## config.mk

```make
export PLATFORM = sky130hd
export DESIGN_NAME = qlpr_disc
export DESIGN_NICKNAME = d
export VERILOG_FILES = /design/src/design/qlpr_pkg.sv /design/src/design/qlpr_disc.sv
export SDC_FILE = /design/constraint.sdc
export NUM_CORES = 2
export LEC_CHECK = 0
export BUFFER_PORTS_ARGS = -buffer_cell sky130_fd_sc_hd__buf_2
export CORE_MARGIN = 2
export CORE_UTILIZATION = 35
export DETAILED_ROUTE_END_ITERATION = 12
export SLEW_MARGIN = 15
export SYNTH_ARGS = -nofsm -noshare
export SYNTH_HDL_FRONTEND = slang
export SYNTH_SLANG_ARGS = --single-unit
```

## constraint.sdc

```tcl
create_clock -name clk -period 11.7 [get_ports clk]
set_input_delay 1.17 -clock clk [delete_from_list [all_inputs] [get_ports clk]]
set_output_delay 1.17 -clock clk [all_outputs]
set_load 0.02 [all_outputs]
```

## src/design/qlpr_pkg.sv

```systemverilog
// Shared widths, pipeline record types and helpers for the quadratic root pipeline.
package qlpr_pkg;

  localparam int WORD_BITS = 32;
  localparam int FRAC_BITS = 16;

  // Product, discriminant and square root widths
  localparam int PROD_W = 2 * WORD_BITS;
  localparam int D_W    = 2 * WORD_BITS + 1;
  localparam int SQ_W   = (D_W + 1) / 2;
  localparam int DPAD_W = 2 * SQ_W;
  localparam int SREM_W = SQ_W + 2;

  // Root numerator and divider widths
  localparam int N_W    = SQ_W + 2;
  localparam int NMAG_W = SQ_W + 1;
  localparam int NUM_W  = NMAG_W + FRAC_BITS;
  localparam int DEN_W  = WORD_BITS + 1;
  localparam int DREM_W = DEN_W + 1;

  localparam logic [WORD_BITS-1:0] MAXPOS = {1'b0, {(WORD_BITS-1){1'b1}}};

  typedef struct packed {
    logic signed [WORD_BITS-1:0] a;
    logic signed [WORD_BITS-1:0] b;
    logic signed [WORD_BITS-1:0] lim;
    logic                        ok;
  } side_t;

  typedef struct packed {
    logic [SREM_W-1:0] rem;
    logic [SQ_W-1:0]   root;
    logic [DPAD_W-1:0] dsh;
  } sq_t;

  typedef struct packed {
    logic [DREM_W-1:0] rem;
    logic [NUM_W-1:0]  num;
    logic [NUM_W-1:0]  q;
  } lane_t;

  typedef struct packed {
    logic [DEN_W-1:0]            den;
    logic                        neg1;
    logic                        neg2;
    logic signed [WORD_BITS-1:0] lim;
    logic                        ok;
  } dside_t;

  // Magnitude of a signed word, exact for the most negative value
  function automatic logic [WORD_BITS-1:0] mag(input logic signed [WORD_BITS-1:0] x);
    logic [WORD_BITS-1:0] r;
    r = x[WORD_BITS-1] ? (~x + 1'b1) : x;
    return r;
  endfunction

  // Saturate a quotient magnitude with its sign to the signed word range
  function automatic logic signed [WORD_BITS-1:0] sat_quot(input logic [NUM_W-1:0] q,
                                                           input logic neg);
    logic [NUM_W-1:0]     pos_lim;
    logic [NUM_W-1:0]     neg_lim;
    logic [WORD_BITS-1:0] m;
    logic signed [WORD_BITS-1:0] r;
    pos_lim = NUM_W'(MAXPOS);
    neg_lim = pos_lim + 1'b1;
    if (!neg) begin
      r = (q > pos_lim) ? MAXPOS : q[WORD_BITS-1:0];
    end else begin
      m = (q > neg_lim) ? neg_lim[WORD_BITS-1:0] : q[WORD_BITS-1:0];
      r = ~m + 1'b1;
    end
    return r;
  endfunction

endpackage

```

## src/design/qlpr_disc.sv

```systemverilog
// Front stages: coefficient products, then the discriminant and its validity.
module qlpr_disc (
  input  logic                                clk,
  input  logic                                rst,
  input  logic                                en,
  input  logic                                vin,
  input  logic signed [qlpr_pkg::WORD_BITS-1:0] coef_a,
  input  logic signed [qlpr_pkg::WORD_BITS-1:0] coef_b,
  input  logic signed [qlpr_pkg::WORD_BITS-1:0] coef_c,
  input  logic signed [qlpr_pkg::WORD_BITS-1:0] upper_limit,
  output logic                                vout,
  output qlpr_pkg::side_t                     side,
  output logic [qlpr_pkg::D_W-1:0]            disc
);

  logic                                  v1;
  logic signed [qlpr_pkg::WORD_BITS-1:0] a1;
  logic signed [qlpr_pkg::WORD_BITS-1:0] b1;
  logic signed [qlpr_pkg::WORD_BITS-1:0] lim1;
  logic [qlpr_pkg::PROD_W-1:0]           bb1;
  logic [qlpr_pkg::PROD_W-1:0]           ac1;
  logic                                  acneg1;

  logic [qlpr_pkg::WORD_BITS-1:0] mb;
  logic [qlpr_pkg::WORD_BITS-1:0] ma;
  logic [qlpr_pkg::WORD_BITS-1:0] mc;
  logic [qlpr_pkg::D_W-1:0]       bbw;
  logic [qlpr_pkg::D_W-1:0]       ac4;
  logic                           d_ok;
  logic [qlpr_pkg::D_W-1:0]       disc_next;

  assign mb = qlpr_pkg::mag(coef_b);
  assign ma = qlpr_pkg::mag(coef_a);
  assign mc = qlpr_pkg::mag(coef_c);

  // Take the two products
  always_ff @(posedge clk) begin
    if (rst) begin
      v1 <= 1'b0;
    end else if (en) begin
      v1 <= vin;
    end
    if (en) begin
      a1     <= coef_a;
      b1     <= coef_b;
      lim1   <= upper_limit;
      bb1    <= qlpr_pkg::PROD_W'(mb) * qlpr_pkg::PROD_W'(mb);
      ac1    <= qlpr_pkg::PROD_W'(ma) * qlpr_pkg::PROD_W'(mc);
      acneg1 <= coef_a[qlpr_pkg::WORD_BITS-1] ^ coef_c[qlpr_pkg::WORD_BITS-1];
    end
  end

  // Form b*b - 4ac and flag a negative discriminant
  always_comb begin
    bbw  = qlpr_pkg::D_W'(bb1);
    ac4  = {ac1[qlpr_pkg::D_W-3:0], 2'b00};
    d_ok = acneg1 || (ac4 <= bbw);
    disc_next = acneg1 ? (bbw + ac4) : (bbw - ac4);
  end

  always_ff @(posedge clk) begin
    if (rst) begin
      vout <= 1'b0;
    end else if (en) begin
      vout <= v1;
    end
    if (en) begin
      side.a   <= a1;
      side.b   <= b1;
      side.lim <= lim1;
      side.ok  <= (a1 != '0) && d_ok;
      disc     <= disc_next;
    end
  end

endmodule

```

# After elaboration in Yosys (flattened, before gate mapping)
# Index checks and enable logic that the tools add are counted.
[totals] ff_bits=388 latch_bits=0 mem_bits_rw=0 mem_bits_ro=0 wordCells=32 memories=0
[op_classes] add_sub_neg=5 mul=2 div=0 magnitude_cmp=1 n_eq_ne=0 n_shift=0 mux=4 n_bitwise=4 reduce_logical=3
[ops] cell="adder 32 x 1 -> 32 bit, second input constant" n=3
[ops] cell="2-to-1 mux 32 bit" n=3
[ops] cell="inverter 32 bit" n=3
[ops] cell="adder 64 x 65 -> 65 bit" n=1
[ops] cell="<= comparator 65 x 64 -> 1 bit" n=1
[ops] cell="2-to-1 mux 65 bit" n=1
[ops] cell="subtractor 64 x 65 -> 65 bit" n=1
[ops] cell="multiplier 32 x 32 -> 64 bit" n=1
[ops] cell="multiplier 32 x 32 -> 63 bit" n=1
[ops] cell="nonzero test 32 bit" n=1
[ops] cell="logical AND 1 bit" n=1
[ops] cell="logical OR 1 bit" n=1
[ops] cell="bitwise XOR 1 bit" n=1

# Longest topological paths before layout
[logic_depth] depth_word=4 mapped_depth=44

# Least setup slack after synthesis
# Ideal clock, no wire load.
[synth_path] kind="in2reg" from="input port coef_b[3] in the netlist's numbering" to="register bb1[63] in the netlist's numbering (data pin)" setup_ns=0.260 arrival_ns=10.726 required_time_ns=11.440 slack_ns=0.714 cell_stages=36 path_buffers=4 cell_sequence="clkbuf_1 nor4_1 nand3_1 or3_1 or4_1 clkbuf_1 o31a_1 xor2_1 clkinv_1 clkbuf_1 nor2_1 fa_1 fa_1 inv_1 fa_1 inv_1 fa_1 inv_1 fa_1 fa_1 fa_1 fa_1 inv_1 ha_1 clkbuf_1 nand3_1 nor4_1 nand2_1 a211oi_1 o31ai_1 a21o_1 o31a_1 o41ai_1 a21o_1 a21oi_1 xnor2_1"
[synth_between] elab_chain_cells=4
[synth_rtl] element="from (decl)" line="qlpr_disc.sv:8" source="input logic signed [qlpr_pkg::WORD_BITS-1:0] coef_b,"
[synth_rtl] element="inverter 32 bit" line="qlpr_pkg.sv:53" source="r = x[WORD_BITS-1] ? (~x + 1'b1) : x;"
[synth_rtl] element="adder 32 x 1 -> 32 bit" line="qlpr_pkg.sv:53"
[synth_rtl] element="2-to-1 mux 32 bit *" line="qlpr_pkg.sv:53"
[synth_rtl] element="multiplier 32 x 32 -> 64 bit *" line="qlpr_disc.sv:47" source="bb1 <= qlpr_pkg::PROD_W'(mb) * qlpr_pkg::PROD_W'(mb);"
[synth_rtl] element="to (signal assigned)" line="qlpr_disc.sv:47"
[synth_rtl] element="to (decl)" line="qlpr_disc.sv:20" source="logic [qlpr_pkg::PROD_W-1:0] bb1;"
# Mark *: on every way between the ends. The rest lies on a longest branch, timed or not.
# A chain may end at the register's enable or synchronous reset.

# Worst setup path in the final report
[layout_path] from="input port coef_b[11] in the netlist's numbering" to="register bb1[63] in the netlist's numbering (data pin)"
# Same word-level chain as after synthesis.

==> run summary <==
The initialized floorplan defines 177 standard-cell rows. Global routing used 28.2% of the available met1 tracks. Across all register-to-register paths, the minimum setup slack is 6.47 ns. The cell taking the most area after synthesis is fa_1. Initial antenna violation count: 14.

Between clock sinks in the finished design, the worst skew comes to 0.0497 ns. Remaining antenna violation count after routing: 0. The post-layout minimum cycle time is 11.24 ns. The run gives 140 as the largest net degree at the start of global routing. The run finished with clean final reports.

The floorplan step defined a die boundary enclosing 237000 sq um. For this run, the leading register cell type out of synthesis is edfxtp_1. The run gives 3 as the maximum buffer depth of the clock tree.

In this run the biggest area consumer among cell types represents 41.5% of the synthesized area. The actual transition at the worst max-transition pin came out at 1.33 ns. Setup total negative slack on the finished layout was measured at 0 ns. Across all hold checks on the routed design, the worst slack comes to 0.411 ns. The number of enable flip-flop cells after synthesis came out at 382.

Setup repair after global routing left no endpoint under its margin. In this design, the stage delay of the slowest critical-path cell is 0.57 ns. Excluding fillers, the count of instances in the completed layout stands at 12100. Summing all placed instances gives a cell area of 88100 sq um. The final cell area excluding filler cells came out at 89900 sq um.

Cell with the most instances after synthesis: inv_1. The unique cell type count in the Yosys netlist is 93, and the average wire per standard cell is 21.7 um. The run gives 11500 as the total number of nets in the final design. The critical path in this run is classified as in2reg. During I/O placement, the number of pins put on the boundary was 295. The DRC marker count from the first detailed-route iteration is 4608, and the synthesized area divided by synthesized cell count is 9.34 sq um. For this run, the register share of the synthesized area comes to 14.1%. The clock root buffer is clkbuf_16. In this run the post-CTS setup repair buffer count came out at 0. The worst setup path is launched from an input pin. For the via count of the first global-routing pass, the log shows 68000. By count the netlist is led by inv_1, fa_1, nor2_1, nand2_1, ha_1. For this run, global-route usage on met3 was measured as 3.65%. In this run the cell area of the synthesized design comes to 81700 sq um. The required time of the worst setup path was 12.12 ns; the number of vias after detailed routing was 62600. STA classifies the critical path endpoint as a register. The run gives 221000 um as the half-perimeter wire length of the detailed placement result. met2 is the most crowded layer.

Die height: 487 um. Relative slew slack: 10.7%. The number of storage elements in the synthesis netlist was 384; the Yosys warning count was 0. The largest individual stage delay along the critical path comes from the cell or4_1. The arrival time reported for the critical path endpoint is 11.67 ns. The maximum clock frequency is 0.0889 GHz, and the global routing met2 resource utilization is 36.8%. Class of the tightest hold or removal check: reg2reg. The width of the die came out at 487 um.

The fraction of layout instances using a drive strength above 1 came out at 8.18%. After detailed routing, the number of remaining DRC violations is 0. Signed area change from the synthesized netlist to the final layout: 10.1%. For the final setup violation count, the log shows 0. The run gives 0.71 ns as the clock latency of the later-clocked register in the worst-skew pair. Via-per-instance ratio: 5.16. Of all nets on the critical path, the largest fanout is 10. The count of endpoints failing hold in the final timing report came out at 0.

Max-cap violations in this run came to 0. The total global routing track utilization was 22.5%. By area the synthesized netlist is led by fa_1, edfxtp_1, ha_1. The clock net in this run drives a total of 384 sinks. The final wirelength came out at 263000 um. In this run the number of H-tree levels came out at 2. After layout, the worst path uses 96.1% of the clock period. Once the floorplan was initialized, standard cells occupied 35.2% of the core. Counting tap cells, the placed design contains a total of 12000 instances. In this run the standard cell core region covers 232000 sq um. For the number of standard cells after synthesis, the log shows 8746.

The wire length of the first global-routing pass was 404000 um. Counting the buffers created by CTS gives 50. The run gives 6 as the number of search-and-repair iterations in the first detailed-routing pass. After clock tree synthesis, the clock-pin slew on the worst setup and hold paths is 0.06 ns. The quantity of I/O buffers inserted on ports works out to 293. Routability-driven placement finished with a final weighted congestion of 0.946. The async set-reset flop share out of synthesis is 0%, and the total congestion overflow after global routing is 0. Count of pins over their slew limit: 0. TritonCTS built the clock tree.
-- placed cells by master (no fill, tap or decap), types with 75 or more instances in the layout --
cell type	synthesis	final
inv_1	2039	2039
fa_1	1692	1692
nor2_1	984	984
nand2_1	866	866
ha_1	664	664
edfxtp_1	382	382
a21oi_1	326	326
buf_2	8	292
buf_4	2	270
xnor2_1	231	215
o21ai_0	188	188
xor2_1	122	107
a21o_1	90	90
nand3_1	75	75
-- worst max-delay path, delay by kind of cell --
kind	cells	cell delay, ns
buf+inv	11	1.51
simple gates	7	2.40
fa+ha+maj	9	4.07
compound gates	8	2.10
xor+xnor	2	0.36
-- per-stage QoR --
step / util [%] / setup slack [ns]
detailed placement: 37.9 / -0.347
finish: 38.7 / 0.455
floorplan: - / 0.714
CTS: 38.7 / 0.318
global placement: 37.9 / -0.216
global route: 38.7 / 0.00600
-- area by class of cell --
cell class	count	area, sq um
Antenna cell	7	17.5
Clock buffer	56	1290
Clock inverter	34	438
Fill cell	23200	142000
Inverter	2056	7720
Multi-Input combinational cell	5986	61500
Sequential cell	384	11500
Tap cell	3043	3810
Timing Repair Buffer	568	3600
-- cells by family after synthesis --
group / share of synthesized area [%]
muxes: 0.138
other: 0.00919
buffers and inverters: 11.1
xor gates and xnor gates: 3.86
DFF: 14.1
AOI/OAI and AO/OA: 7.43
adders and majority gates: 51.6
and+or+nand+nor: 11.8
-- metal layers --
metal / part of all wire, % / vias up
li1: - / 27300
met1: 39 / 32100
met2: 47 / 2515
met3: 7.4 / 613
met4: 6.5 / 2
met5: 0.0049 / -
-- registers in the layout (all words and copies together), names as in the netlist --
register / flops
vout: 1
ac1: 63
a1: 32
side: 97
v1: 1
b1: 32
bb1: 62
disc: 63
lim1: 32
acneg1: 1
-- what timing repair did --
action,4_1_cts,5_1_grt
hold buffers,0,0
endpoints found under the setup margin,0,3
resized for setup,0,2
-- worst paths after layout --
check / startpoint / endpoint / cells past startpoint
min: b1[11] / side[44] / 0
max: coef_b[11] / bb1[63] / 37
min reg2reg: b1[11] / side[44] / 0
max reg2reg: bb1[18] / disc[57] / 11
Power is not shown: default switching activity piles up to over one toggle a cycle in this logic, so the estimate is an artifact.
