$ cat src/design/qlpr_pkg.sv
// Shared widths, pipeline record types and helpers for the quadratic root pipeline.
package qlpr_pkg;

  localparam int WORD_BITS = 32;
  localparam int FRAC_BITS = 16;

  // Product, discriminant and square root widths
  localparam int PROD_W = 2 * WORD_BITS;
  localparam int D_W    = 2 * WORD_BITS + 1;
  localparam int SQ_W   = (D_W + 1) / 2;
  localparam int DPAD_W = 2 * SQ_W;
  localparam int SREM_W = SQ_W + 2;

  // Root numerator and divider widths
  localparam int N_W    = SQ_W + 2;
  localparam int NMAG_W = SQ_W + 1;
  localparam int NUM_W  = NMAG_W + FRAC_BITS;
  localparam int DEN_W  = WORD_BITS + 1;
  localparam int DREM_W = DEN_W + 1;

  localparam logic [WORD_BITS-1:0] MAXPOS = {1'b0, {(WORD_BITS-1){1'b1}}};

  typedef struct packed {
    logic signed [WORD_BITS-1:0] a;
    logic signed [WORD_BITS-1:0] b;
    logic signed [WORD_BITS-1:0] lim;
    logic                        ok;
  } side_t;

  typedef struct packed {
    logic [SREM_W-1:0] rem;
    logic [SQ_W-1:0]   root;
    logic [DPAD_W-1:0] dsh;
  } sq_t;

  typedef struct packed {
    logic [DREM_W-1:0] rem;
    logic [NUM_W-1:0]  num;
    logic [NUM_W-1:0]  q;
  } lane_t;

  typedef struct packed {
    logic [DEN_W-1:0]            den;
    logic                        neg1;
    logic                        neg2;
    logic signed [WORD_BITS-1:0] lim;
    logic                        ok;
  } dside_t;

  // Magnitude of a signed word, exact for the most negative value
  function automatic logic [WORD_BITS-1:0] mag(input logic signed [WORD_BITS-1:0] x);
    logic [WORD_BITS-1:0] r;
    r = x[WORD_BITS-1] ? (~x + 1'b1) : x;
    return r;
  endfunction

  // Saturate a quotient magnitude with its sign to the signed word range
  function automatic logic signed [WORD_BITS-1:0] sat_quot(input logic [NUM_W-1:0] q,
                                                           input logic neg);
    logic [NUM_W-1:0]     pos_lim;
    logic [NUM_W-1:0]     neg_lim;
    logic [WORD_BITS-1:0] m;
    logic signed [WORD_BITS-1:0] r;
    pos_lim = NUM_W'(MAXPOS);
    neg_lim = pos_lim + 1'b1;
    if (!neg) begin
      r = (q > pos_lim) ? MAXPOS : q[WORD_BITS-1:0];
    end else begin
      m = (q > neg_lim) ? neg_lim[WORD_BITS-1:0] : q[WORD_BITS-1:0];
      r = ~m + 1'b1;
    end
    return r;
  endfunction

endpackage

$ cat src/design/qlpr_sqrt_step.sv
// One registered digit of the restoring integer square root.
module qlpr_sqrt_step (
  input  logic            clk,
  input  logic            rst,
  input  logic            en,
  input  logic            vin,
  input  qlpr_pkg::sq_t   sin,
  input  qlpr_pkg::side_t side_in,
  output logic            vout,
  output qlpr_pkg::sq_t   sout,
  output qlpr_pkg::side_t side_out
);

  logic [qlpr_pkg::SREM_W-1:0] rem2;
  logic [qlpr_pkg::SREM_W-1:0] trial;
  logic                        take;

  // Bring down two bits and try the next root bit
  always_comb begin
    rem2  = {sin.rem[qlpr_pkg::SREM_W-3:0], sin.dsh[qlpr_pkg::DPAD_W-1 -: 2]};
    trial = {sin.root, 2'b01};
    take  = rem2 >= trial;
  end

  always_ff @(posedge clk) begin
    if (rst) begin
      vout <= 1'b0;
    end else if (en) begin
      vout <= vin;
    end
    if (en) begin
      sout.rem  <= take ? (rem2 - trial) : rem2;
      sout.root <= {sin.root[qlpr_pkg::SQ_W-2:0], take};
      sout.dsh  <= {sin.dsh[qlpr_pkg::DPAD_W-3:0], 2'b00};
      side_out  <= side_in;
    end
  end

endmodule

$ cat config.mk
export PLATFORM = sky130hd
export DESIGN_NAME = qlpr_sqrt_step
export DESIGN_NICKNAME = d
export VERILOG_FILES = /design/src/design/qlpr_pkg.sv /design/src/design/qlpr_sqrt_step.sv
export SDC_FILE = /design/constraint.sdc
export NUM_CORES = 1
export LEC_CHECK = 0
export ABC_AREA = 0
export BUFFER_PORTS_ARGS = -buffer_cell sky130_fd_sc_hd__buf_4
export CAP_MARGIN = 15
export CORE_AREA = 2 2 181 183
export CTS_BUF_LIST = sky130_fd_sc_hd__clkbuf_2
export DETAILED_ROUTE_END_ITERATION = 7
export DIE_AREA = 0 0 183 185
export PLACE_DENSITY = 0.61
export SLEW_MARGIN = 0
export SYNTH_ARGS = -nofsm -noshare
export SYNTH_HDL_FRONTEND = slang
export SYNTH_SLANG_ARGS = --single-unit
$ cat constraint.sdc
create_clock -name clk -period 4.3 [get_ports clk]
set_input_delay 0.215 -clock clk [delete_from_list [all_inputs] [get_ports clk]]
set_output_delay 0.215 -clock clk [all_outputs]
set_load 0.02 [all_outputs]
==> results of run 1 <==
## per-stage QoR
step | worst slack [ps] | utilization | hold WS [ps] | cell area, um^2 | instances
after floorplan | 1840 | - | 287 | 9430 | 633
after global placement | 1040 | 0.417 | 392 | 13400 | 1495
after detailed placement | 1030 | 0.417 | 389 | 13400 | 1495
## cell families after synthesis
family / after synthesis / synth area share
buffers and inverters: 59 / 0.0289
AND/OR/NAND/NOR: 136 / 0.0694
multiplexers: 3 / 0.00332
other: 1 / 0.000398
flip-flops: 230 / 0.732
XOR/XNOR: 27 / 0.0251
adder cells (fa/ha/maj): 35 / 0.0465
AO/OA/AOI/OAI: 141 / 0.0945
==> impl_results.html, run 1 <==
<table>
<tr><th>Metric</th><th>Value</th></tr>
<tr><th colspan="2">Synthesis</th></tr>
<tr><td>Number of enable-type register cells in the synthesized netlist</td><td>approximately 230</td></tr>
<tr><td>Count of cell types in the netlist</td><td>59</td></tr>
<tr><td>Main synth FF type</td><td>sky130_fd_sc_hd__edfxtp_1</td></tr>
<tr><td>Post-synthesis sequential element count</td><td>230</td></tr>
<tr><td>Post-synth top area cell</td><td>sky130_fd_sc_hd__edfxtp_1</td></tr>
<tr><td>Most frequently used cell type in the post-synthesis netlist</td><td>sky130_fd_sc_hd__edfxtp_1</td></tr>
<tr><td>YS warnings</td><td>0</td></tr>
<tr><td>Number of cells produced by synthesis</td><td>between 600 and 700</td></tr>
<tr><td>Synth area leaders</td><td>sky130_fd_sc_hd__edfxtp_1 73%, sky130_fd_sc_hd__ha_1 4.6%, sky130_fd_sc_hd__a21oi_1 2.5%</td></tr>
<tr><td>Top-area cell type share of the netlist area</td><td>0.730</td></tr>
<tr><td>Post-synthesis cell area</td><td>between 0.009 and 0.01 mm^2</td></tr>
<tr><td>Share of the yosys chip area belonging to registers</td><td>0.732</td></tr>
<tr><td>Average cell area after synthesis</td><td>between 10 and 15 um^2</td></tr>
<tr><td>Asr flop ratio synth</td><td>0</td></tr>
<tr><td>Most common library cells after synthesis</td><td>229 x sky130_fd_sc_hd__edfxtp_1, 47 x sky130_fd_sc_hd__a21oi_1, 44 x sky130_fd_sc_hd__inv_1</td></tr>
<tr><th colspan="2">Place</th></tr>
<tr><td>Final RePlAce weighted congestion</td><td>0.865</td></tr>
<tr><td>Number of port buffers</td><td>around 460</td></tr>
<tr><td>Placed wire-length estimate after detailed placement</td><td>~23,000 um</td></tr>
<tr><th colspan="2">Floorplan</th></tr>
<tr><td>Width of the die</td><td>roughly 180 um</td></tr>
<tr><td>Standard-cell row count</td><td>66</td></tr>
<tr><td>Total I/O pin count</td><td>about 470</td></tr>
<tr><td>Starting Density</td><td>0.294</td></tr>
<tr><td>Die Span Y</td><td>185 um</td></tr>
<tr><th colspan="2">Clocking</th></tr>
<tr><td>Cts hold-fix bufs</td><td>321</td></tr>
<tr><td>Total number of H-tree levels</td><td>2</td></tr>
<tr><td>Clk buf depth</td><td>3</td></tr>
<tr><td>Number of cells upsized or downsized after cts</td><td>0</td></tr>
<tr><td>Total clock sinks</td><td>230</td></tr>
<tr><td>Post-CTS setup-driven buffer insertion count</td><td>0</td></tr>
<tr><td>Buffer type at the clock tree root</td><td>sky130_fd_sc_hd__clkbuf_2</td></tr>
<tr><td>CTS Buf Count</td><td>~60</td></tr>
<tr><th colspan="2">Status</th></tr>
<tr><td>Last stage</td><td>clock tree synthesis</td></tr>
<tr><td>First error in the log</td><td>[ERROR RSZ-0060] Max buffer count reached.</td></tr>
<tr><td>Status</td><td>did not finish</td></tr>
</table>
==> run 2: changes to the inputs <==
--- a/config.mk
+++ b/config.mk
@@ -9,10 +9,9 @@
 export BUFFER_PORTS_ARGS = -buffer_cell sky130_fd_sc_hd__buf_4
 export CAP_MARGIN = 15
 export CORE_AREA = 2 2 181 183
-export CTS_BUF_LIST = sky130_fd_sc_hd__clkbuf_2
 export DETAILED_ROUTE_END_ITERATION = 7
 export DIE_AREA = 0 0 183 185
-export PLACE_DENSITY = 0.61
+export PLACE_DENSITY_LB_ADDON = 0.15
 export SLEW_MARGIN = 0
 export SYNTH_ARGS = -nofsm -noshare
 export SYNTH_HDL_FRONTEND = slang
==> impl_results.html, run 2 <==
<table>
<tr><th>Metric</th><th>Value</th></tr>
<tr><th colspan="2">Setup path</th></tr>
<tr><td>Category of the worst setup path capture point</td><td>register</td></tr>
<tr><td>Max Fanout on Critical Path</td><td>23</td></tr>
<tr><td>Critical Path Start Type</td><td>primary input</td></tr>
<tr><td>Minimum setup slack among reg-to-reg paths</td><td>about 3100 ps</td></tr>
<tr><td>Category of the most critical setup path</td><td>in2reg</td></tr>
<tr><td>Highest cell delay on the worst timing path</td><td>between 500 and 600 ps</td></tr>
<tr><td>Reg2Reg Depth</td><td>3</td></tr>
<tr><td>Buffers plus inverters on the worst setup path</td><td>5</td></tr>
<tr><td>Required time of the critical path</td><td>approximately 4600 ps</td></tr>
<tr><td>Arrival time at the worst endpoint</td><td>3610 ps</td></tr>
<tr><td>Worst-path cell with the longest stage delay</td><td>sky130_fd_sc_hd__dlygate4sd3_1</td></tr>
<tr><td>First element of the critical path</td><td>sin[72]</td></tr>
<tr><td>Ordered list of cells on the worst path</td><td>dlygate4sd3_1 -&gt; buf_4 -&gt; inv_1 -&gt; ha_1 -&gt; a21oi_1 -&gt; o21ai_0 -&gt; a21oi_1 -&gt; o211ai_1 -&gt; a21oi_1 -&gt; o31a_1 -&gt; inv_2 -&gt; buf_4 -&gt; a21oi_1</td></tr>
<tr><td>End point of the critical path</td><td>sout[110]</td></tr>
<tr><td>R2R Path End</td><td>vout</td></tr>
<tr><td>Cell type with the highest occurrence count on the critical path</td><td>sky130_fd_sc_hd__a21oi_1</td></tr>
<tr><td>Cell family with the largest share of critical-path delay</td><td>compound AO/OA/AOI/OAI gates</td></tr>
<tr><td>Crit path depth</td><td>13</td></tr>
<tr><td>Startpoint of the worst-slack reg-to-reg timing path</td><td>vout</td></tr>
<tr><th colspan="2">Global routing</th></tr>
<tr><td>Vias in the first global route</td><td>a little over 8,000</td></tr>
<tr><td>Leftover overflow at the end of global routing</td><td>0</td></tr>
<tr><td>GRT Total Usage</td><td>0.179</td></tr>
<tr><td>Global-route wire length before repair</td><td>roughly 47,000 um</td></tr>
<tr><td>Number of antenna violations at the first check in global routing</td><td>1</td></tr>
<tr><td>Largest net degree at the start of global routing</td><td>85</td></tr>
<tr><th colspan="2">Synthesis</th></tr>
<tr><td>Share of the yosys chip area belonging to registers</td><td>0.732 (unchanged)</td></tr>
<tr><td>Top-area cell type share of the netlist area</td><td>0.730 (unchanged)</td></tr>
<tr><td>Synth area leaders</td><td>sky130_fd_sc_hd__edfxtp_1 73%, sky130_fd_sc_hd__ha_1 4.6%, sky130_fd_sc_hd__a21oi_1 2.5%</td></tr>
<tr><td>Count of cell types in the netlist</td><td>59 (unchanged)</td></tr>
<tr><td>Number of cells produced by synthesis</td><td>632 (unchanged)</td></tr>
<tr><td>Main synth FF type</td><td>sky130_fd_sc_hd__edfxtp_1</td></tr>
<tr><td>Average cell area after synthesis</td><td>14.9 um^2 (unchanged)</td></tr>
<tr><td>Post-synthesis cell area</td><td>0.00942 mm^2 (unchanged)</td></tr>
<tr><td>Most common library cells after synthesis</td><td>229 x sky130_fd_sc_hd__edfxtp_1, 47 x sky130_fd_sc_hd__a21oi_1, 44 x sky130_fd_sc_hd__inv_1</td></tr>
<tr><td>YS warnings</td><td>0 (unchanged)</td></tr>
<tr><td>Most frequently used cell type in the post-synthesis netlist</td><td>sky130_fd_sc_hd__edfxtp_1</td></tr>
<tr><td>Post-synth top area cell</td><td>sky130_fd_sc_hd__edfxtp_1</td></tr>
<tr><td>Asr flop ratio synth</td><td>0 (unchanged)</td></tr>
<tr><td>Number of enable-type register cells in the synthesized netlist</td><td>229 (unchanged)</td></tr>
<tr><td>Post-synthesis sequential element count</td><td>230 (unchanged)</td></tr>
<tr><th colspan="2">Power</th></tr>
<tr><td>Static leakage</td><td>between 7 and 8 nW</td></tr>
<tr><td>Net Sw Power</td><td>approximately 0.0017 W</td></tr>
<tr><td>Sequential share of power</td><td>0.427</td></tr>
<tr><td>Total power per unit cell area</td><td>about 400 mW/mm^2</td></tr>
<tr><td>Pint</td><td>about 0.0048 W</td></tr>
<tr><td>Largest voltage drop on the vdd net</td><td>around 0.25 mV</td></tr>
<tr><td>Clock power frac</td><td>0.357</td></tr>
<tr><td>Combinational fraction of design power</td><td>0.215</td></tr>
<tr><td>Net switching share of the total power</td><td>0.263</td></tr>
<tr><th colspan="2">Timing</th></tr>
<tr><td>Fin worst setup slack</td><td>between 900 and 1000 ps</td></tr>
<tr><td>Fmax</td><td>300 MHz</td></tr>
<tr><td>Final Slew Violations</td><td>0</td></tr>
<tr><td>Unrepaired setup endpoints after global routing</td><td>false</td></tr>
<tr><td>Final Setup Violations</td><td>0</td></tr>
<tr><td>Crit share post-route</td><td>0.774</td></tr>
<tr><td>Worst setup skew after layout</td><td>0 ps</td></tr>
<tr><td>Setup_tns</td><td>0 ps</td></tr>
<tr><td>Slew at the pin closest to its max-slew limit</td><td>between 700 and 800 ps</td></tr>
<tr><td>Period minus WS final</td><td>between 3000 and 4000 ps</td></tr>
<tr><td>Total count of hold-check failures in the final report</td><td>0</td></tr>
<tr><td>Worst slew slack as a fraction of its limit</td><td>0.527</td></tr>
<tr><th colspan="2">Place</th></tr>
<tr><td>Placed wire-length estimate after detailed placement</td><td>23,400 um (+2.7%)</td></tr>
<tr><td>Pre-CTS setup slack</td><td>958 ps (-76.1 ps)</td></tr>
<tr><td>Number of port buffers</td><td>462 (unchanged)</td></tr>
<tr><td>Final RePlAce weighted congestion</td><td>0.815 (-5.8%)</td></tr>
<tr><td>Area of placed instances</td><td>0.0134 mm^2 (about the same)</td></tr>
<tr><th colspan="2">Routing</th></tr>
<tr><td>Average wire length per cell after detail routing</td><td>between 15 and 20 um</td></tr>
<tr><td>Number of design-rule violations left by the first detailed-router iteration</td><td>approximately 410</td></tr>
<tr><td>Via/cell ratio</td><td>4.49</td></tr>
<tr><td>Via count</td><td>7,959</td></tr>
<tr><td>DRC violation count after routing</td><td>0</td></tr>
<tr><td>First-pass iteration count of the detailed router</td><td>5</td></tr>
<tr><td>Sum of routed wire length over all layers</td><td>around 32,000 um</td></tr>
<tr><td>Detail Route Antenna Nets</td><td>0</td></tr>
<tr><th colspan="2">Finish</th></tr>
<tr><td>Register cell area after layout</td><td>just under 0.007 mm^2</td></tr>
<tr><td>Number of nets in the finished design</td><td>1,614</td></tr>
<tr><td>Commonest non-fill, non-tap cells in the layout</td><td>467 x sky130_fd_sc_hd__buf_4, 229 x sky130_fd_sc_hd__edfxtp_1, 227 x sky130_fd_sc_hd__dlygate4sd3_1</td></tr>
<tr><td>Count of filler cells inserted in the layout</td><td>roughly 2,800</td></tr>
<tr><td>Register with the most flip-flops</td><td>sout</td></tr>
<tr><td>Share of cells above drive strength 1</td><td>0.381</td></tr>
<tr><td>Most frequent standard cell in the layout excluding fill and tap cells</td><td>sky130_fd_sc_hd__buf_4</td></tr>
<tr><td>Footprint of the multi-input gates</td><td>between 0.002 and 0.0025 mm^2</td></tr>
<tr><td>Number of flip-flops in the largest register</td><td>about 130</td></tr>
<tr><td>Post-route design area</td><td>roughly 0.017 mm^2</td></tr>
<tr><td>Largest registers</td><td>sout (132), side_out (97), vout (1)</td></tr>
<tr><td>Area growth syn-to-layout</td><td>75.6%</td></tr>
<tr><th colspan="2">Floorplan</th></tr>
<tr><td>Total core area</td><td>between 0.03 and 0.04 mm^2</td></tr>
<tr><td>Total I/O pin count</td><td>467 (unchanged)</td></tr>
<tr><td>Starting Density</td><td>0.294 (unchanged)</td></tr>
<tr><td>Die Span Y</td><td>185 um (unchanged)</td></tr>
<tr><td>Die footprint</td><td>roughly 0.034 mm^2</td></tr>
<tr><td>Standard-cell row count</td><td>66 (unchanged)</td></tr>
<tr><td>Width of the die</td><td>183 um (unchanged)</td></tr>
<tr><th colspan="2">Clocking</th></tr>
<tr><td>CTS tree</td><td>yes</td></tr>
<tr><td>Total clock sinks</td><td>230 (unchanged)</td></tr>
<tr><td>Clk slew on worst S/H paths</td><td>~60 ps</td></tr>
<tr><td>CTS Buf Count</td><td>27 (-56%)</td></tr>
<tr><td>Total number of H-tree levels</td><td>1 (-1)</td></tr>
<tr><td>Buffer type at the clock tree root</td><td>sky130_fd_sc_hd__clkbuf_16</td></tr>
<tr><td>Skew-Pair Late Insertion Delay</td><td>530 ps</td></tr>
<tr><td>Number of cells upsized or downsized after cts</td><td>0 (unchanged)</td></tr>
<tr><td>Clk buf depth</td><td>3 (unchanged)</td></tr>
<tr><th colspan="2">Status</th></tr>
<tr><td>Status</td><td>complete, no violations</td></tr>
<tr><th colspan="2">Hold path</th></tr>
<tr><td>Worst hold path type</td><td>in2reg</td></tr>
<tr><td>Worst Hold Path Cells</td><td>3</td></tr>
<tr><th colspan="2">Job</th></tr>
<tr><td>Max Cap Viol</td><td>0</td></tr>
</table>
## run 2: cell counts after synthesis
No cell type changed its count.
## run 2: cells by family (layout without fill, tap and decap cells)
family	count (synthesis)	after routing	share of synthesized area
flops	230	230	0.732
compound gates	141	141	0.0945
simple gates	136	136	0.0694
buf+inv	59	791	0.0289
fa+ha+maj	35	35	0.0465
xor+xnor	27	27	0.0251
mux	3	3	0.00332
other cells	1	3	0.000398
## run 2: layout make-up
cell class	instances	area share
diodes	1	0.000151
repair buffers	696	0.351
well taps	408	0.0308
clock inverters	19	0.0126
inverters	45	0.0102
multi-input cells	344	0.136
clock buffers	31	0.0417
flip-flops and latches	230	0.417
## run 2: metrics by stage
step	utilization	hold slack, ps	std cells	power (W)
6_report	0.516	37.8	1774	0.00645
3_5_place_dp	0.417	378	1496	0.00402
5_1_grt	0.516	32.2	1774	0.00673
3_3_place_gp	0.417	376	1496	0.00401
2_1_floorplan	-	287	633	0.00339
4_1_cts	0.516	3.90	1773	0.00654
## run 2: worst min-delay path by stage
| stage | slack [ps] | from | end |
|---|---|---|---|
| after floorplan | 290 | rst | vout |
| after global placement | 380 | rst | vout |
| after detailed placement | 380 | rst | vout |
| after CTS | 4 | sin[103] | sout[105] |
| after global routing | 30 | sin[103] | sout[105] |
| final | 40 | sin[103] | sout[105] |
## run 2: repair_timing
item | 4_1_cts | 5_1_grt
buffers inserted | 0 | 0
endpoints found under the hold margin | 226 | 0
hold buffers | 227 | 0
## run 2: power by group through the flow
stage          registers (W)  clock network [W]  logic (W)
2_1_floorplan        0.00306                  0   0.000326
3_3_place_gp         0.00280                  0    0.00121
3_5_place_dp         0.00280                  0    0.00122
4_1_cts              0.00276            0.00238    0.00140
5_1_grt              0.00277            0.00247    0.00149
6_report             0.00276            0.00231    0.00139
## run 2: worst reg2reg max path, cell delays in order, from the launching register on
cell                            delay [ps]
sky130_fd_sc_hd__dfxtp_1               310
sky130_fd_sc_hd__mux2i_1               130
sky130_fd_sc_hd__nor2_1                 50
sky130_fd_sc_hd__dlygate4sd3_1         550
## run 2: routing by layer
| layer | part of all wire | global-route usage |
|---|---|---|
| met3 | 0.063 | 0.0407 |
| met5 | 0 | 0 |
| met1 | 0.38 | 0.202 |
| met2 | 0.53 | 0.334 |
| met4 | 0.032 | 0.0614 |
Note: power is estimated with default switching activity, not from simulation.
