**config.mk**
```make
export PLATFORM = sky130hd
export DESIGN_NAME = qlpr_div_step
export DESIGN_NICKNAME = d
export VERILOG_FILES = /design/src/design/qlpr_pkg.sv /design/src/design/qlpr_div_step.sv
export SDC_FILE = /design/constraint.sdc
export NUM_CORES = 1
export LEC_CHECK = 0
export ABC_AREA = 1
export BUFFER_PORTS_ARGS = -buffer_cell sky130_fd_sc_hd__buf_2
export CAP_MARGIN = 20
export CORE_AREA = 10 10 257 259
export CTS_BUF_LIST = sky130_fd_sc_hd__clkbuf_4 sky130_fd_sc_hd__clkbuf_8
export CTS_CLUSTER_DIAMETER = 50
export DETAILED_ROUTE_END_ITERATION = 7
export DIE_AREA = 0 0 267 269
export PLACE_DENSITY = 0.6
export REMOVE_ABC_BUFFERS = 1
export SYNTH_ARGS = -nofsm -noshare
export SYNTH_HDL_FRONTEND = slang
export SYNTH_SLANG_ARGS = --single-unit
export TNS_END_PERCENT = 1
```
**constraint.sdc**
```tcl
create_clock -name clk -period 4.35 [get_ports clk]
set_input_delay 1.305 -clock clk [delete_from_list [all_inputs] [get_ports clk]]
set_output_delay 1.305 -clock clk [all_outputs]
set_load 0.1 [all_outputs]
```
**src/design/qlpr_pkg.sv**
```systemverilog
// Shared widths, pipeline record types and helpers for the quadratic root pipeline.
package qlpr_pkg;

  localparam int WORD_BITS = 32;
  localparam int FRAC_BITS = 16;

  // Product, discriminant and square root widths
  localparam int PROD_W = 2 * WORD_BITS;
  localparam int D_W    = 2 * WORD_BITS + 1;
  localparam int SQ_W   = (D_W + 1) / 2;
  localparam int DPAD_W = 2 * SQ_W;
  localparam int SREM_W = SQ_W + 2;

  // Root numerator and divider widths
  localparam int N_W    = SQ_W + 2;
  localparam int NMAG_W = SQ_W + 1;
  localparam int NUM_W  = NMAG_W + FRAC_BITS;
  localparam int DEN_W  = WORD_BITS + 1;
  localparam int DREM_W = DEN_W + 1;

  localparam logic [WORD_BITS-1:0] MAXPOS = {1'b0, {(WORD_BITS-1){1'b1}}};

  typedef struct packed {
    logic signed [WORD_BITS-1:0] a;
    logic signed [WORD_BITS-1:0] b;
    logic signed [WORD_BITS-1:0] lim;
    logic                        ok;
  } side_t;

  typedef struct packed {
    logic [SREM_W-1:0] rem;
    logic [SQ_W-1:0]   root;
    logic [DPAD_W-1:0] dsh;
  } sq_t;

  typedef struct packed {
    logic [DREM_W-1:0] rem;
    logic [NUM_W-1:0]  num;
    logic [NUM_W-1:0]  q;
  } lane_t;

  typedef struct packed {
    logic [DEN_W-1:0]            den;
    logic                        neg1;
    logic                        neg2;
    logic signed [WORD_BITS-1:0] lim;
    logic                        ok;
  } dside_t;

  // Magnitude of a signed word, exact for the most negative value
  function automatic logic [WORD_BITS-1:0] mag(input logic signed [WORD_BITS-1:0] x);
    logic [WORD_BITS-1:0] r;
    r = x[WORD_BITS-1] ? (~x + 1'b1) : x;
    return r;
  endfunction

  // Saturate a quotient magnitude with its sign to the signed word range
  function automatic logic signed [WORD_BITS-1:0] sat_quot(input logic [NUM_W-1:0] q,
                                                           input logic neg);
    logic [NUM_W-1:0]     pos_lim;
    logic [NUM_W-1:0]     neg_lim;
    logic [WORD_BITS-1:0] m;
    logic signed [WORD_BITS-1:0] r;
    pos_lim = NUM_W'(MAXPOS);
    neg_lim = pos_lim + 1'b1;
    if (!neg) begin
      r = (q > pos_lim) ? MAXPOS : q[WORD_BITS-1:0];
    end else begin
      m = (q > neg_lim) ? neg_lim[WORD_BITS-1:0] : q[WORD_BITS-1:0];
      r = ~m + 1'b1;
    end
    return r;
  endfunction

endpackage

```
**src/design/qlpr_div_step.sv**
```systemverilog
// One registered quotient bit of both restoring dividers, run side by side.
module qlpr_div_step (
  input  logic             clk,
  input  logic             rst,
  input  logic             en,
  input  logic             vin,
  input  qlpr_pkg::lane_t  l1_in,
  input  qlpr_pkg::lane_t  l2_in,
  input  qlpr_pkg::dside_t side_in,
  output logic             vout,
  output qlpr_pkg::lane_t  l1_out,
  output qlpr_pkg::lane_t  l2_out,
  output qlpr_pkg::dside_t side_out
);

  logic [qlpr_pkg::DREM_W-1:0] r1;
  logic [qlpr_pkg::DREM_W-1:0] r2;
  logic [qlpr_pkg::DREM_W-1:0] dw;
  logic                        t1;
  logic                        t2;

  // Shift in the next numerator bit and subtract where it fits
  always_comb begin
    dw = qlpr_pkg::DREM_W'(side_in.den);
    r1 = {l1_in.rem[qlpr_pkg::DREM_W-2:0], l1_in.num[qlpr_pkg::NUM_W-1]};
    r2 = {l2_in.rem[qlpr_pkg::DREM_W-2:0], l2_in.num[qlpr_pkg::NUM_W-1]};
    t1 = r1 >= dw;
    t2 = r2 >= dw;
  end

  always_ff @(posedge clk) begin
    if (rst) begin
      vout <= 1'b0;
    end else if (en) begin
      vout <= vin;
    end
    if (en) begin
      l1_out.rem <= t1 ? (r1 - dw) : r1;
      l1_out.num <= {l1_in.num[qlpr_pkg::NUM_W-2:0], 1'b0};
      l1_out.q   <= {l1_in.q[qlpr_pkg::NUM_W-2:0], t1};
      l2_out.rem <= t2 ? (r2 - dw) : r2;
      l2_out.num <= {l2_in.num[qlpr_pkg::NUM_W-2:0], 1'b0};
      l2_out.q   <= {l2_in.q[qlpr_pkg::NUM_W-2:0], t2};
      side_out   <= side_in;
    end
  end

endmodule

```
== Yosys cells after proc, flatten, opt, wreduce, memory -nomap -nowiden ==
Cells that the tools add are included.
Word-level totals
  register bits after elaboration: 335
  input bits: 340
  output and inout bits: 337
  logic and storage cells: 18
Cells by class
  add/subtract/negate cells: 2
  order comparisons: 2
  mux-type cells: 2
Operators by type and width (count)
  $ge A34 B33 Y1: 2
  $mux W34: 2
  $sub A34 B33 Y34: 2

== Logic depth before layout (Yosys ltp) ==
Gate-level depths: netlist of the first run.
  depth in word-level cells: 2
  mapped depth: 16
  mapped depth without buffers: 16

== Worst setup path after synthesis of the first run ==
OpenSTA, ideal clock, no wires.
  kind: input -> register
  start point: in l1_in[99] (netlist name)
  end point: reg l1_out[118] (netlist name), data pin
  library setup time: 0.252 ns
  arrival time: 2.753 ns
  data required time: 4.098 ns
  slack: 1.345 ns
  stages on the path: 13
  path buffers: 1
  cells stage by stage: inv_1 ha_1 inv_1 fa_1 nand3_1 nand3_2 nand2_1 nand2_2 nand3_2 nand2_4 buf_8 nand2_1 nand2_1
On the way
  word-level cells in the longest chain between the ends: 2
  elaborated cells between the ends (all ways): 3
  classes of those cells: add/sub: 1; order compare: 1; mux: 1
Ends and longest elaborated chain
  start: declaration: RTL line qlpr_div_step.sv:7  | input qlpr_pkg::lane_t l1_in,
  $sub A34 B33 Y34 or $ge A34 B33 Y1 (tied branches): RTL line qlpr_div_step.sv:38, qlpr_div_step.sv:27
  $mux W34 *: RTL line qlpr_div_step.sv:38  | l1_out.rem <= t1 ? (r1 - dw) : r1;
  end: declaration: RTL line qlpr_div_step.sv:11  | output qlpr_pkg::lane_t l1_out,
Every way passes the cells marked *; elsewhere a longest branch is shown, timed or not.
A chain may end at the register's enable or synchronous reset.

== Worst setup path after layout of the first run ==
  start point: in side_in[62] (netlist name)
  end point: reg l1_out[105] (netlist name), data pin
On the way
  word-level cells in the longest chain between the ends: 2
Ends and longest elaborated chain
  start: declaration: RTL line qlpr_div_step.sv:9  | input qlpr_pkg::dside_t side_in,
  $ge A34 B33 Y1: RTL line qlpr_div_step.sv:27  | t1 = r1 >= dw;
  $mux W34: RTL line qlpr_div_step.sv:38
Every way passes these cells.

==> summary.md, run 1 <==
| Metric | Value |
|---|---|
| Synth top area share | `between 50% and 60%` |
| Crit path max-delay family | `simple AND/OR/NAND/NOR gates` |
| Power per cell area | `between 400 and 500 nW/um^2` |
| GPL Wtd Cong | `0.9253` |
| Nets | `~2800` |
| CP Data Arrival Time | `~3.4 ns` |
| Area leader, netlist | `edfxtp_1` |
| Buf+Inv Stages, Crit Path | `3` |
| Hold-fix buffers, CTS | `0` |
| Core ar. | `slightly above 60000 um^2` |
| Final wirelength | `~73 mm` |
| Worst R2R Start | `vout$_SDFFE_PP0P_` |
| Rows | `91` |
| Max IR drop VDD | `about 250 uV` |
| Initial core utilization | `between 20% and 30%` |
| DRC | `0` |
| CTS root buf | `clkbuf_8` |
| Clk buf depth | `3` |
| First-pass GRT wire length | `roughly 100 mm` |
| CTS Sinks | `about 340` |
| Startpoint Class | `primary input` |
| Postcts setup bufs | `0` |
| Synthesized instance count | `around 1700` |
| R2r endpoint | `vout$_SDFFE_PP0P_` |
| Crit Path Class | `primary input to flip-flop` |
| Worst setup path end | `l1_out[105]$_DFFE_PP_` |
| Final setup violation count | `0` |
| Period utilization | `a little over two thirds` |
| GRT Overall Usage | `19.66%` |
| Synth Warn # | `0` |
| RSZ-0062 raised after global routing | `false` |
| Hold_sp | `vout$_SDFFE_PP0P_` |
| Max-Cap Viols | `0` |
| Synthesis-stage register bit count | `roughly 340` |
| Critical Path Stages | `13` |
| Area growth from synthesis to layout | `33.55%` |
| Chip Width | `267 um` |
| Worst hold path type | `flip-flop to flip-flop` |
| Tightest Pin Transition | `0.6882 ns` |
| R2R depth | `2` |
| H-tree lvl count | `3` |
| Die area | `just over 70000 um^2` |
| Wire per inst | `22.57 um` |
| CTS tree | `yes` |
| Final Non-Filler Cells | `about 3300` |
| First-pass iteration count of the detailed router | `5` |
| Placed wire-length estimate | `between 60 and 70 mm` |
| Synth cell types | `42` |
| Critical path's most frequent cell | `nand2_1` |
| Worst EP required | `about 4.7 ns` |
| Critical-path cell list | `buf_2 -> inv_1 -> ha_1 -> nand2_1 -> nand2_1 -> inv_1 -> o21ai_0 -> a21oi_1 -> nand2_1 -> nor2_2 -> nand2_4 -> nand2_1 -> nand2_1` |
| Initial antenna violation count | `25` |
| Syn Std Cell Area | `16740 um^2` |
| Fill cells | `about 6300` |
| Initial DRC count | `around 850` |
| Crit path launch | `side_in[62]` |
| Minimum clock period | `3.024 ns` |
| Fmax | `roughly 330 MHz` |
| Proportion of layout cells with a drive suffix above 1 | `37.16%` |
| Port bufs | `670` |
| Slowest cell delay on critical path | `~0.36 ns` |
| Register area share after synthesis | `around 60%` |
| Multi-input logic area | `between 5000 and 6000 um^2` |
| Total vias in the final route | `approximately 14000` |
| Final TNS setup | `0 ns` |
| Skew-Pair Late Insertion Delay | `between 0.6 and 0.7 ns` |
| Slew Limit Fails | `0` |
| Clock-pin slew on the worst setup and hold paths | `around 0.050 ns` |
| CP endpoint kind | `flip-flop` |
| ANT nets after route | `0` |
| Synth area leaders | `edfxtp_1 (60%), nand2_1 (13%), inv_1 (5.7%)` |
| IO Pins | `around 680` |
| Slowest CP cell | `a21oi_1` |
| Largest net degree at the start of global routing | `76` |
| Gr ovfl total | `0` |
| Placed instance count | `between 3000 and 4000` |
| Worst Path Max Fanout | `35` |
| Number of global-route vias before repair | `approximately 14000` |
| Die height | `roughly 270 um` |
| Via density | `around 4.4` |
| Worst Skew | `0 ns` |
| Final hold violations | `0` |
| Mean Syn Cell Area | `around 10 um^2` |
| Outcome | `finished clean` |
| CTS buffer count | `67` |
| Sequential standard cell area | `~10000 um^2` |
| Reg2Reg Setup Slack | `roughly 3.8 ns` |
| Leak pwr | `~0.011 uW` |
| Slew HR | `between 50% and 60%` |
| Post-CTS sizing | `0` |
logic make-up after synthesis:
kind of cell	Yosys count	synth area share (%)
AND/OR/NAND/NOR	888	23.54
flip-flops	335	60.03
buffers and inverters	276	6.973
AO/OA/AOI/OAI	76	2.526
adder cells (fa/ha/maj)	68	5.172
XOR/XNOR	32	1.674
other	1	0.02240
multiplexers	1	0.05979
final cells by class:
cell class | instances | area share [%]
antenna | 7 | 0.07835
sequential | 335 | 44.95
clock inverter | 23 | 0.9570
inverter | 262 | 4.399
clock buffer | 91 | 4.958
tap | 790 | 4.421
multi-input combinational | 1067 | 24.72
timing repair buffer | 679 | 15.51
power breakdown:
part	internal (uW)	switching [uW]	total (uW)
logic	629	3230	3860
clock network	1830	1410	3250
registers	3920	85.0	4000
total	6380	4730	11100
cells in the final DEF, fill, tap and decap left out, drive strengths merged, types with 3 or more instances in the layout:
cell type,n
buf,679
nand2,664
edfxtp,334
inv,264
nor2,109
clkbuf,91
nand3,73
ha,66
a21oi,50
xor2,31
o21ai,15
nor3,12
nand4,12
clkinv,11
nand3b,8
diode,7
clkinvlp,7
o21bai,5
nor4,5
a21o,4
bufinv,3
worst min path at each step:
stage / to / slack [ns] / cells after the start
after floorplan: vout$_SDFFE_PP0P_ / 0.97 / 2
after global placement: vout$_SDFFE_PP0P_ / 0.48 / 2
after detailed placement: vout$_SDFFE_PP0P_ / 0.49 / 2
after CTS: vout$_SDFFE_PP0P_ / 0.51 / 2
after global routing: vout$_SDFFE_PP0P_ / 0.56 / 2
final: vout$_SDFFE_PP0P_ / 0.50 / 2
per-layer routing:
metal / vias to the layer above / track usage (%) / part of all wire (%)
li1: 6929 / - / -
met1: 6617 / 19.44 / 34
met2: 526 / 36.34 / 53
met3: 126 / 6.300 / 8.6
met4: 14 / 10.19 / 4.5
met5: - / 0 / 0.12
synthesized netlist by cell type, drive strengths merged:
master	instances
fa	2
o21bai	5
inv	262
dfxtp	1
a21o	4
nand2	664
nor3	12
ha	66
xnor2	1
nand3	73
conb	1
edfxtp	334
mux2i	1
o21ai	15
a21oi	50
o21a	2
nor4	5
xor2	31
nor3b	1
or2	2
buf	14
and2	2
nor2	109
nand4	12
nand3b	8
through the flow:
step           hold WS [ns]  worst slack (ns)  total power [uW]  util (%)  instance area (um^2)
6_report             0.5044             1.326             11120     36.63                 22360
3_5_place_dp         0.4908            0.6933              7958     34.44                 21020
4_1_cts              0.5055             1.403             11270     36.61                 22340
3_3_place_gp         0.4766            0.7180              7948     34.44                 21020
5_1_grt              0.5565             1.160             11590     36.63                 22350
2_1_floorplan        0.9705             1.284              7021         -                 16560
flip-flops by register name, indices dropped and copies added, names as in the netlist:
name / cells
side_out: 68
l2_out: 133
l1_out: 133
vout: 1
tightest hold or removal path: cells and delay by family (launching register included):
| family | cells | cell delay [ns] |
|---|---|---|
| flops | 1 | 0.33 |
| mux | 1 | 0.07 |
| simple gates | 1 | 0.07 |
Power figures use the tool's default switching activity.
==> run 2, diff against run 1 <==
Clock period 4.35 ns to 3.15 ns, I/O delays scaled along.
==> run 2 against run 1 <==
  * Clock power rose by 27%
  * Clock skew did not move
  * Critical path type is now flip-flop to output port
  * First-iteration DRC count rose by 8.6%
  * Non-clock buffer count rose by 74
==> summary.md, run 2 (same netlist as run 1, synthesis figures left out) <==
| Metric | Value |
|---|---|
| Worst R2R Start | `vout$_SDFFE_PP0P_` |
| CTS tree | `yes` |
| Hold-fix buffers, CTS | `0 (unchanged)` |
| CTS buffer count | `61 (-9.0%)` |
| CTS root buf | `clkbuf_8` |
| CTS Sinks | `335 (unchanged)` |
| Fmax | `about 400 MHz` |
| Period utilization | `80.05%` |
| Power per cell area | `660.4 nW/um^2 (+33%)` |
| Placed wire-length estimate | `63.02 mm (+1.1%)` |
| Max-Cap Viols | `0 (unchanged)` |
| Wire per inst | `21.98 um (-2.6%)` |
| Total vias in the final route | `14342 (+0.91%)` |
| Initial core utilization | `27.43% (unchanged)` |
| Post-CTS sizing | `0 (unchanged)` |
| Commonest non-fill, non-tap cell in the layout | `buf_2` |
| H-tree lvl count | `2 (-1)` |
| Buf+Inv Stages, Crit Path | `1 (-2)` |
| Critical Path Stages | `1 (-12)` |
| Worst EP required | `2.20 ns (-2.52 ns)` |
| Clk buf depth | `3 (unchanged)` |
| Final hold violations | `0 (unchanged)` |
| GRT Overall Usage | `19.38% (-0.29 points)` |
| IO Pins | `677 (unchanged)` |
| Fin util | `37.55% (+0.91 points)` |
| Total power | `15130 uW (+36%)` |
| Chip Width | `267 um (unchanged)` |
| Crit Path Class | `flip-flop to output port` |
| Net Sw Power | `6449 uW (+36%)` |
| Clk network pwr share | `27.2% (-2.0 points)` |
| Worst hold path type | `primary input to flip-flop` |
| Number of global-route vias before repair | `14367 (-0.75%)` |
| Cell Int Power | `8684 uW (+36%)` |
| Top flop regs | `l1_out: 133 flops, l2_out: 133 flops, side_out: 68 flops` |
| Max IR drop VDD | `383.8 uV (+54%)` |
| Final TNS setup | `0 ns (unchanged)` |
| Clock-pin slew on the worst setup and hold paths | `0.05 ns (about the same)` |
| Most frequent cells in the layout | `buf_2 (669), nand2_1 (591), edfxtp_1 (334)` |
| Reg2Reg Setup Slack | `2.56 ns (-1.21 ns)` |
| CP endpoint kind | `output port` |
| Die area | `71820 um^2 (unchanged)` |
| Sequential Power Share | `36.5% (+0.5 points)` |
| First-pass iteration count of the detailed router | `5 (unchanged)` |
| Critical-path cell list | `buf_2` |
| ANT nets after route | `0 (unchanged)` |
| RSZ-0062 raised after global routing | `false` |
| Port bufs | `670 (unchanged)` |
| Slowest CP cell | `buf_2` |
| Startpoint Class | `flip-flop` |
| Slowest cell delay on critical path | `0.47 ns (+0.11 ns)` |
| Rows | `91 (unchanged)` |
| Hold_sp | `side_in[23]` |
| Tightest Pin Transition | `0.6918 ns (+0.003573 ns)` |
| Area growth from synthesis to layout | `36.88%` |
| Crit path max-delay family | `buffers and inverters` |
| Via density | `4.308 (-1.4%)` |
| Largest net degree at the start of global routing | `72 (-5.3%)` |
| Initial antenna violation count | `30 (+20%)` |
| R2r endpoint | `vout$_SDFFE_PP0P_` |
| Worst Path Max Fanout | `1 (-97%)` |
| DRC | `0 (unchanged)` |
| Initial DRC count | `925 (+8.6%)` |
| Nets | `2888 (+2.4%)` |
| Minimum clock period | `2.521 ns` |
| CP Data Arrival Time | `1.58 ns (-1.81 ns)` |
| Slew HR | `54.20% (-0.24 points)` |
| Sw Share | `42.61% (about the same)` |
| First-pass GRT wire length | `99.61 mm (-1.3%)` |
| Proportion of layout cells with a drive suffix above 1 | `38.75% (+1.6 points)` |
| Gr ovfl total | `0 (unchanged)` |
| Worst Skew | `0 ns (unchanged)` |
| Final wirelength | `73.16 mm (-0.38%)` |
| Combinational power share | `36.3% (+1.6 points)` |
| Final setup violation count | `0 (unchanged)` |
| Skew-Pair Late Insertion Delay | `0.63 ns (about the same)` |
| Hold depth | `1 (-1)` |
| Postcts setup bufs | `0 (unchanged)` |
| R2R depth | `2 (unchanged)` |
| Die height | `269 um (unchanged)` |
| Slew Limit Fails | `0 (unchanged)` |
| Outcome | `finished clean` |
| Leak pwr | `0.01133 uW (+3.1%)` |
| Fill cells | `6186 (-2.2%)` |
| Core ar. | `61030 um^2 (unchanged)` |
| WHS Endpoint | `side_out[23]$_DFFE_PP_` |
| GPL Wtd Cong | `0.9426 (+1.9%)` |
[run 2: power by group through the flow]
stage / Sequential, uW / Clock (uW) / Combinational [uW]
after floorplan: 8640 / 0 / 1060
after global placement: 5610 / 0 / 5530
after detailed placement: 5610 / 0 / 5530
after CTS: 5530 / 4250 / 5550
after global routing: 5570 / 4420 / 5760
final: 5530 / 4120 / 5490
[run 2: routing by layer]
layer / GRT usage [%] / wire length, um / vias up
met3: 6.227 / 6546 / 119
met4: 8.644 / 2797 / 10
met5: 0 / 61 / -
li1: - / - / 7075
met1: 19.25 / 24940 / 6549
met2: 36.31 / 38810 / 589
[run 2: layout make-up]
class	count	area [um^2]	area share, %
tap	790	988.4	4.313
clock buffer	86	1033	4.510
multi-input combinational	1067	5528	24.12
sequential	335	10050	43.85
clock inverter	21	171.4	0.7480
timing repair buffer	753	4124	18.00
antenna	15	37.54	0.1638
inverter	262	983.4	4.292
[run 2: through the flow]
step           area [um^2]  cells  hold WS (ns)  setup slack, ns
2_1_floorplan        16560   1664        0.9705           0.4445
3_3_place_gp         21670   3207        0.4855          0.08431
3_5_place_dp         21670   3207        0.4963          0.06252
4_1_cts              22880   3314        0.3854           0.5489
5_1_grt              22900   3323        0.4051           0.5563
6_report             22920   3329        0.4560           0.6285
[run 2: worst max-delay path by stage]
stage / end / slack [ns] / from
floorplan: l1_out[100]$_DFFE_PP_ / 0.44 / l1_in[99]
global placement: l1_out[132]$_DFFE_PP_ / 0.08 / l1_in[99]
detailed placement: l1_out[132]$_DFFE_PP_ / 0.06 / l1_in[99]
CTS: l2_out[40] / 0.55 / l2_out[40]$_DFFE_PP_
global route: l1_out[108]$_DFFE_PP_ / 0.56 / side_in[42]
finish: l2_out[67] / 0.63 / l2_out[67]$_DFFE_PP_
==> run 3, diff against run 2 <==
Clock period 3.15 ns to 2.49 ns, I/O delays scaled along.
==> run 3 against run 2 <==
  * Wire length increased by 1.9%
  * First-iteration DRC count decreased by 1.5%
  * Die area unchanged
  * Critical path depth unchanged
  * Register-to-register slack got worse by 0.65 ns
  * Global-route usage increased by 0.45 points
  * Clock power increased by 35%
  * Count of clock-buffer cells in the layout decreased by 18
  * Via count increased by 4.8%
  * Combinational power increased by 32%
  * Flip-flop and latch count unchanged
  * Critical endpoint is now side_out[30]
==> summary.md, run 3 (same netlist as run 1, synthesis figures left out) <==
| Metric | Value |
|---|---|
| Outcome | `finished clean` |
| DRC | `0 (unchanged)` |
| Final hold violations | `0 (unchanged)` |
| ANT nets after route | `0 (unchanged)` |
| Max IR drop VDD | `599.1 uV (+56%)` |
| Slew HR | `56.24% (+2.0 points)` |
| Post-CTS sizing | `0 (unchanged)` |
| Fill cells | `6149 (-0.60%)` |
| Placed instance count | `3391 (+5.7%)` |
| Worst hold path type | `primary input to flip-flop` |
| Crit path max-delay family | `buffers and inverters` |
| Initial core utilization | `27.43% (unchanged)` |
| Number of global-route vias before repair | `15117 (+5.2%)` |
| CP endpoint kind | `output port` |
| GRT Overall Usage | `19.83% (+0.45 points)` |
| Clock-pin slew on the worst setup and hold paths | `0.06 ns (about the same)` |
| Placed instance area | `23040 um^2 (+6.3%)` |
| Tightest Pin Transition | `0.6610 ns (-0.03083 ns)` |
| Startpoint Class | `flip-flop` |
| Critical-path cell list | `buf_2` |
| Post-place setup slack | `-0.3845 ns (-0.4470 ns)` |
| Die height | `269 um (unchanged)` |
| Buf+Inv Stages, Crit Path | `1 (unchanged)` |
| Gr ovfl total | `0 (unchanged)` |
| Minimum clock period | `between 2 and 2.5 ns` |
| CTS tree | `yes` |
| Postcts setup bufs | `0 (unchanged)` |
| CP Data Arrival Time | `1.60 ns (+0.02 ns)` |
| First-pass iteration count of the detailed router | `5 (unchanged)` |
| Worst Slack Setup Final | `0.1422 ns (-0.4864 ns)` |
| Die area | `71820 um^2 (unchanged)` |
| RSZ-0062 raised after global routing | `false` |
| Max-Cap Viols | `0 (unchanged)` |
| Port bufs | `670 (unchanged)` |
| Clk buf depth | `3 (unchanged)` |
| Initial antenna violation count | `42 (+40%)` |
| Proportion of layout cells with a drive suffix above 1 | `42.67% (+3.9 points)` |
| H-tree lvl count | `2 (unchanged)` |
| Hold-fix buffers, CTS | `0 (unchanged)` |
| First-pass GRT wire length | `102.6 mm (+3.0%)` |
| Total vias in the final route | `15034 (+4.8%)` |
| Chip Width | `267 um (unchanged)` |
| Skew-Pair Late Insertion Delay | `0.66 ns (+0.03 ns)` |
| CTS root buf | `clkbuf_8` |
| CTS Sinks | `335 (unchanged)` |
| Crit path launch | `side_out[30]$_DFFE_PP_` |
| Commonest non-fill, non-tap cell in the layout | `buf_2` |
| Final wirelength | `74.56 mm (+1.9%)` |
| Final Non-Filler Cells | `3512 (+5.5%)` |
| Total power | `19820 uW (+31%)` |
| Placed wire-length estimate | `64.04 mm (+1.6%)` |
| IO Pins | `677 (unchanged)` |
| Leak pwr | `0.01225 uW (+8.1%)` |
| GPL Wtd Cong | `0.9079 (-3.7%)` |
| Hold_sp | `rst` |
| Fin area | `24340 um^2 (+6.2%)` |
| Power per cell area | `814.3 nW/um^2 (+23%)` |
| Slew Limit Fails | `0 (unchanged)` |
| Rows | `91 (unchanged)` |
| Area growth from synthesis to layout | `45.40%` |
| Initial DRC count | `911 (-1.5%)` |
| Worst Skew | `0 ns (unchanged)` |
| Via density | `4.281 (-0.64%)` |
| Largest net degree at the start of global routing | `65 (-9.7%)` |
| Slowest CP cell | `buf_2` |
| CTS buffer count | `61 (unchanged)` |
| Worst Path Max Fanout | `1 (unchanged)` |
| Final setup violation count | `0 (unchanged)` |
| Crit Path Class | `flip-flop to output port` |
| Slowest cell delay on critical path | `0.47 ns (about the same)` |
| Period utilization | `between 90% and 100%` |
| Nets | `3072 (+6.4%)` |
| Most frequent cells in the layout | `buf_2 (669), nand2_1 (591), edfxtp_1 (334)` |
| Top flop regs | `l1_out: 133 flops, l2_out: 133 flops, side_out: 68 flops` |
| Wire per inst | `21.23 um (-3.4%)` |
| Fmax | `between 400 and 500 MHz` |
| Worst R2R Start | `vout$_SDFFE_PP0P_` |
| Worst EP required | `1.74 ns (-0.46 ns)` |
| Core ar. | `61030 um^2 (unchanged)` |
| Final TNS setup | `0 ns (unchanged)` |
==> run 3: area by class of cell <==
| class | count | area (um^2) | share of cell area (%) |
|---|---|---|---|
| flip-flops and latches | 335 | 10050 | 41.29 |
| repair buffers | 937 | 5493 | 22.57 |
| inverters | 262 | 983.4 | 4.040 |
| well taps | 790 | 988.4 | 4.061 |
| clock buffers | 68 | 892.1 | 3.665 |
| multi-input cells | 1067 | 5528 | 22.71 |
| diodes | 8 | 20.02 | 0.08225 |
| clock inverters | 45 | 386.6 | 1.588 |
==> run 3: path summary, 6_finish.rpt <==
path / slack (ns) / to / cells past startpoint
max: 0.14 / side_out[30] / 1
min: 0.24 / vout$_SDFFE_PP0P_ / 2
max reg2reg: 1.91 / vout$_SDFFE_PP0P_ / 2
min reg2reg: 0.50 / vout$_SDFFE_PP0P_ / 2
==> run 3: layer usage <==
metal	part of all wire (%)	GRT usage, %
met5	0.11	0
met4	3.4	7.032
met3	8.3	6.236
met2	54	38.11
met1	34	19.67
==> run 3: through the flow <==
stage | hold slack [ns] | utilization [%]
after floorplan | 0.8194 | -
after global placement | 0.4784 | 37.76
after detailed placement | 0.4816 | 37.76
after CTS | 0.1620 | 39.85
after global routing | 0.1849 | 39.87
final | 0.2395 | 39.88
==> run 3: report_power, final <==
part / switching (uW) / internal, uW
sequential: 155 / 6840
combinational: 5710 / 1540
clock: 2520 / 3050
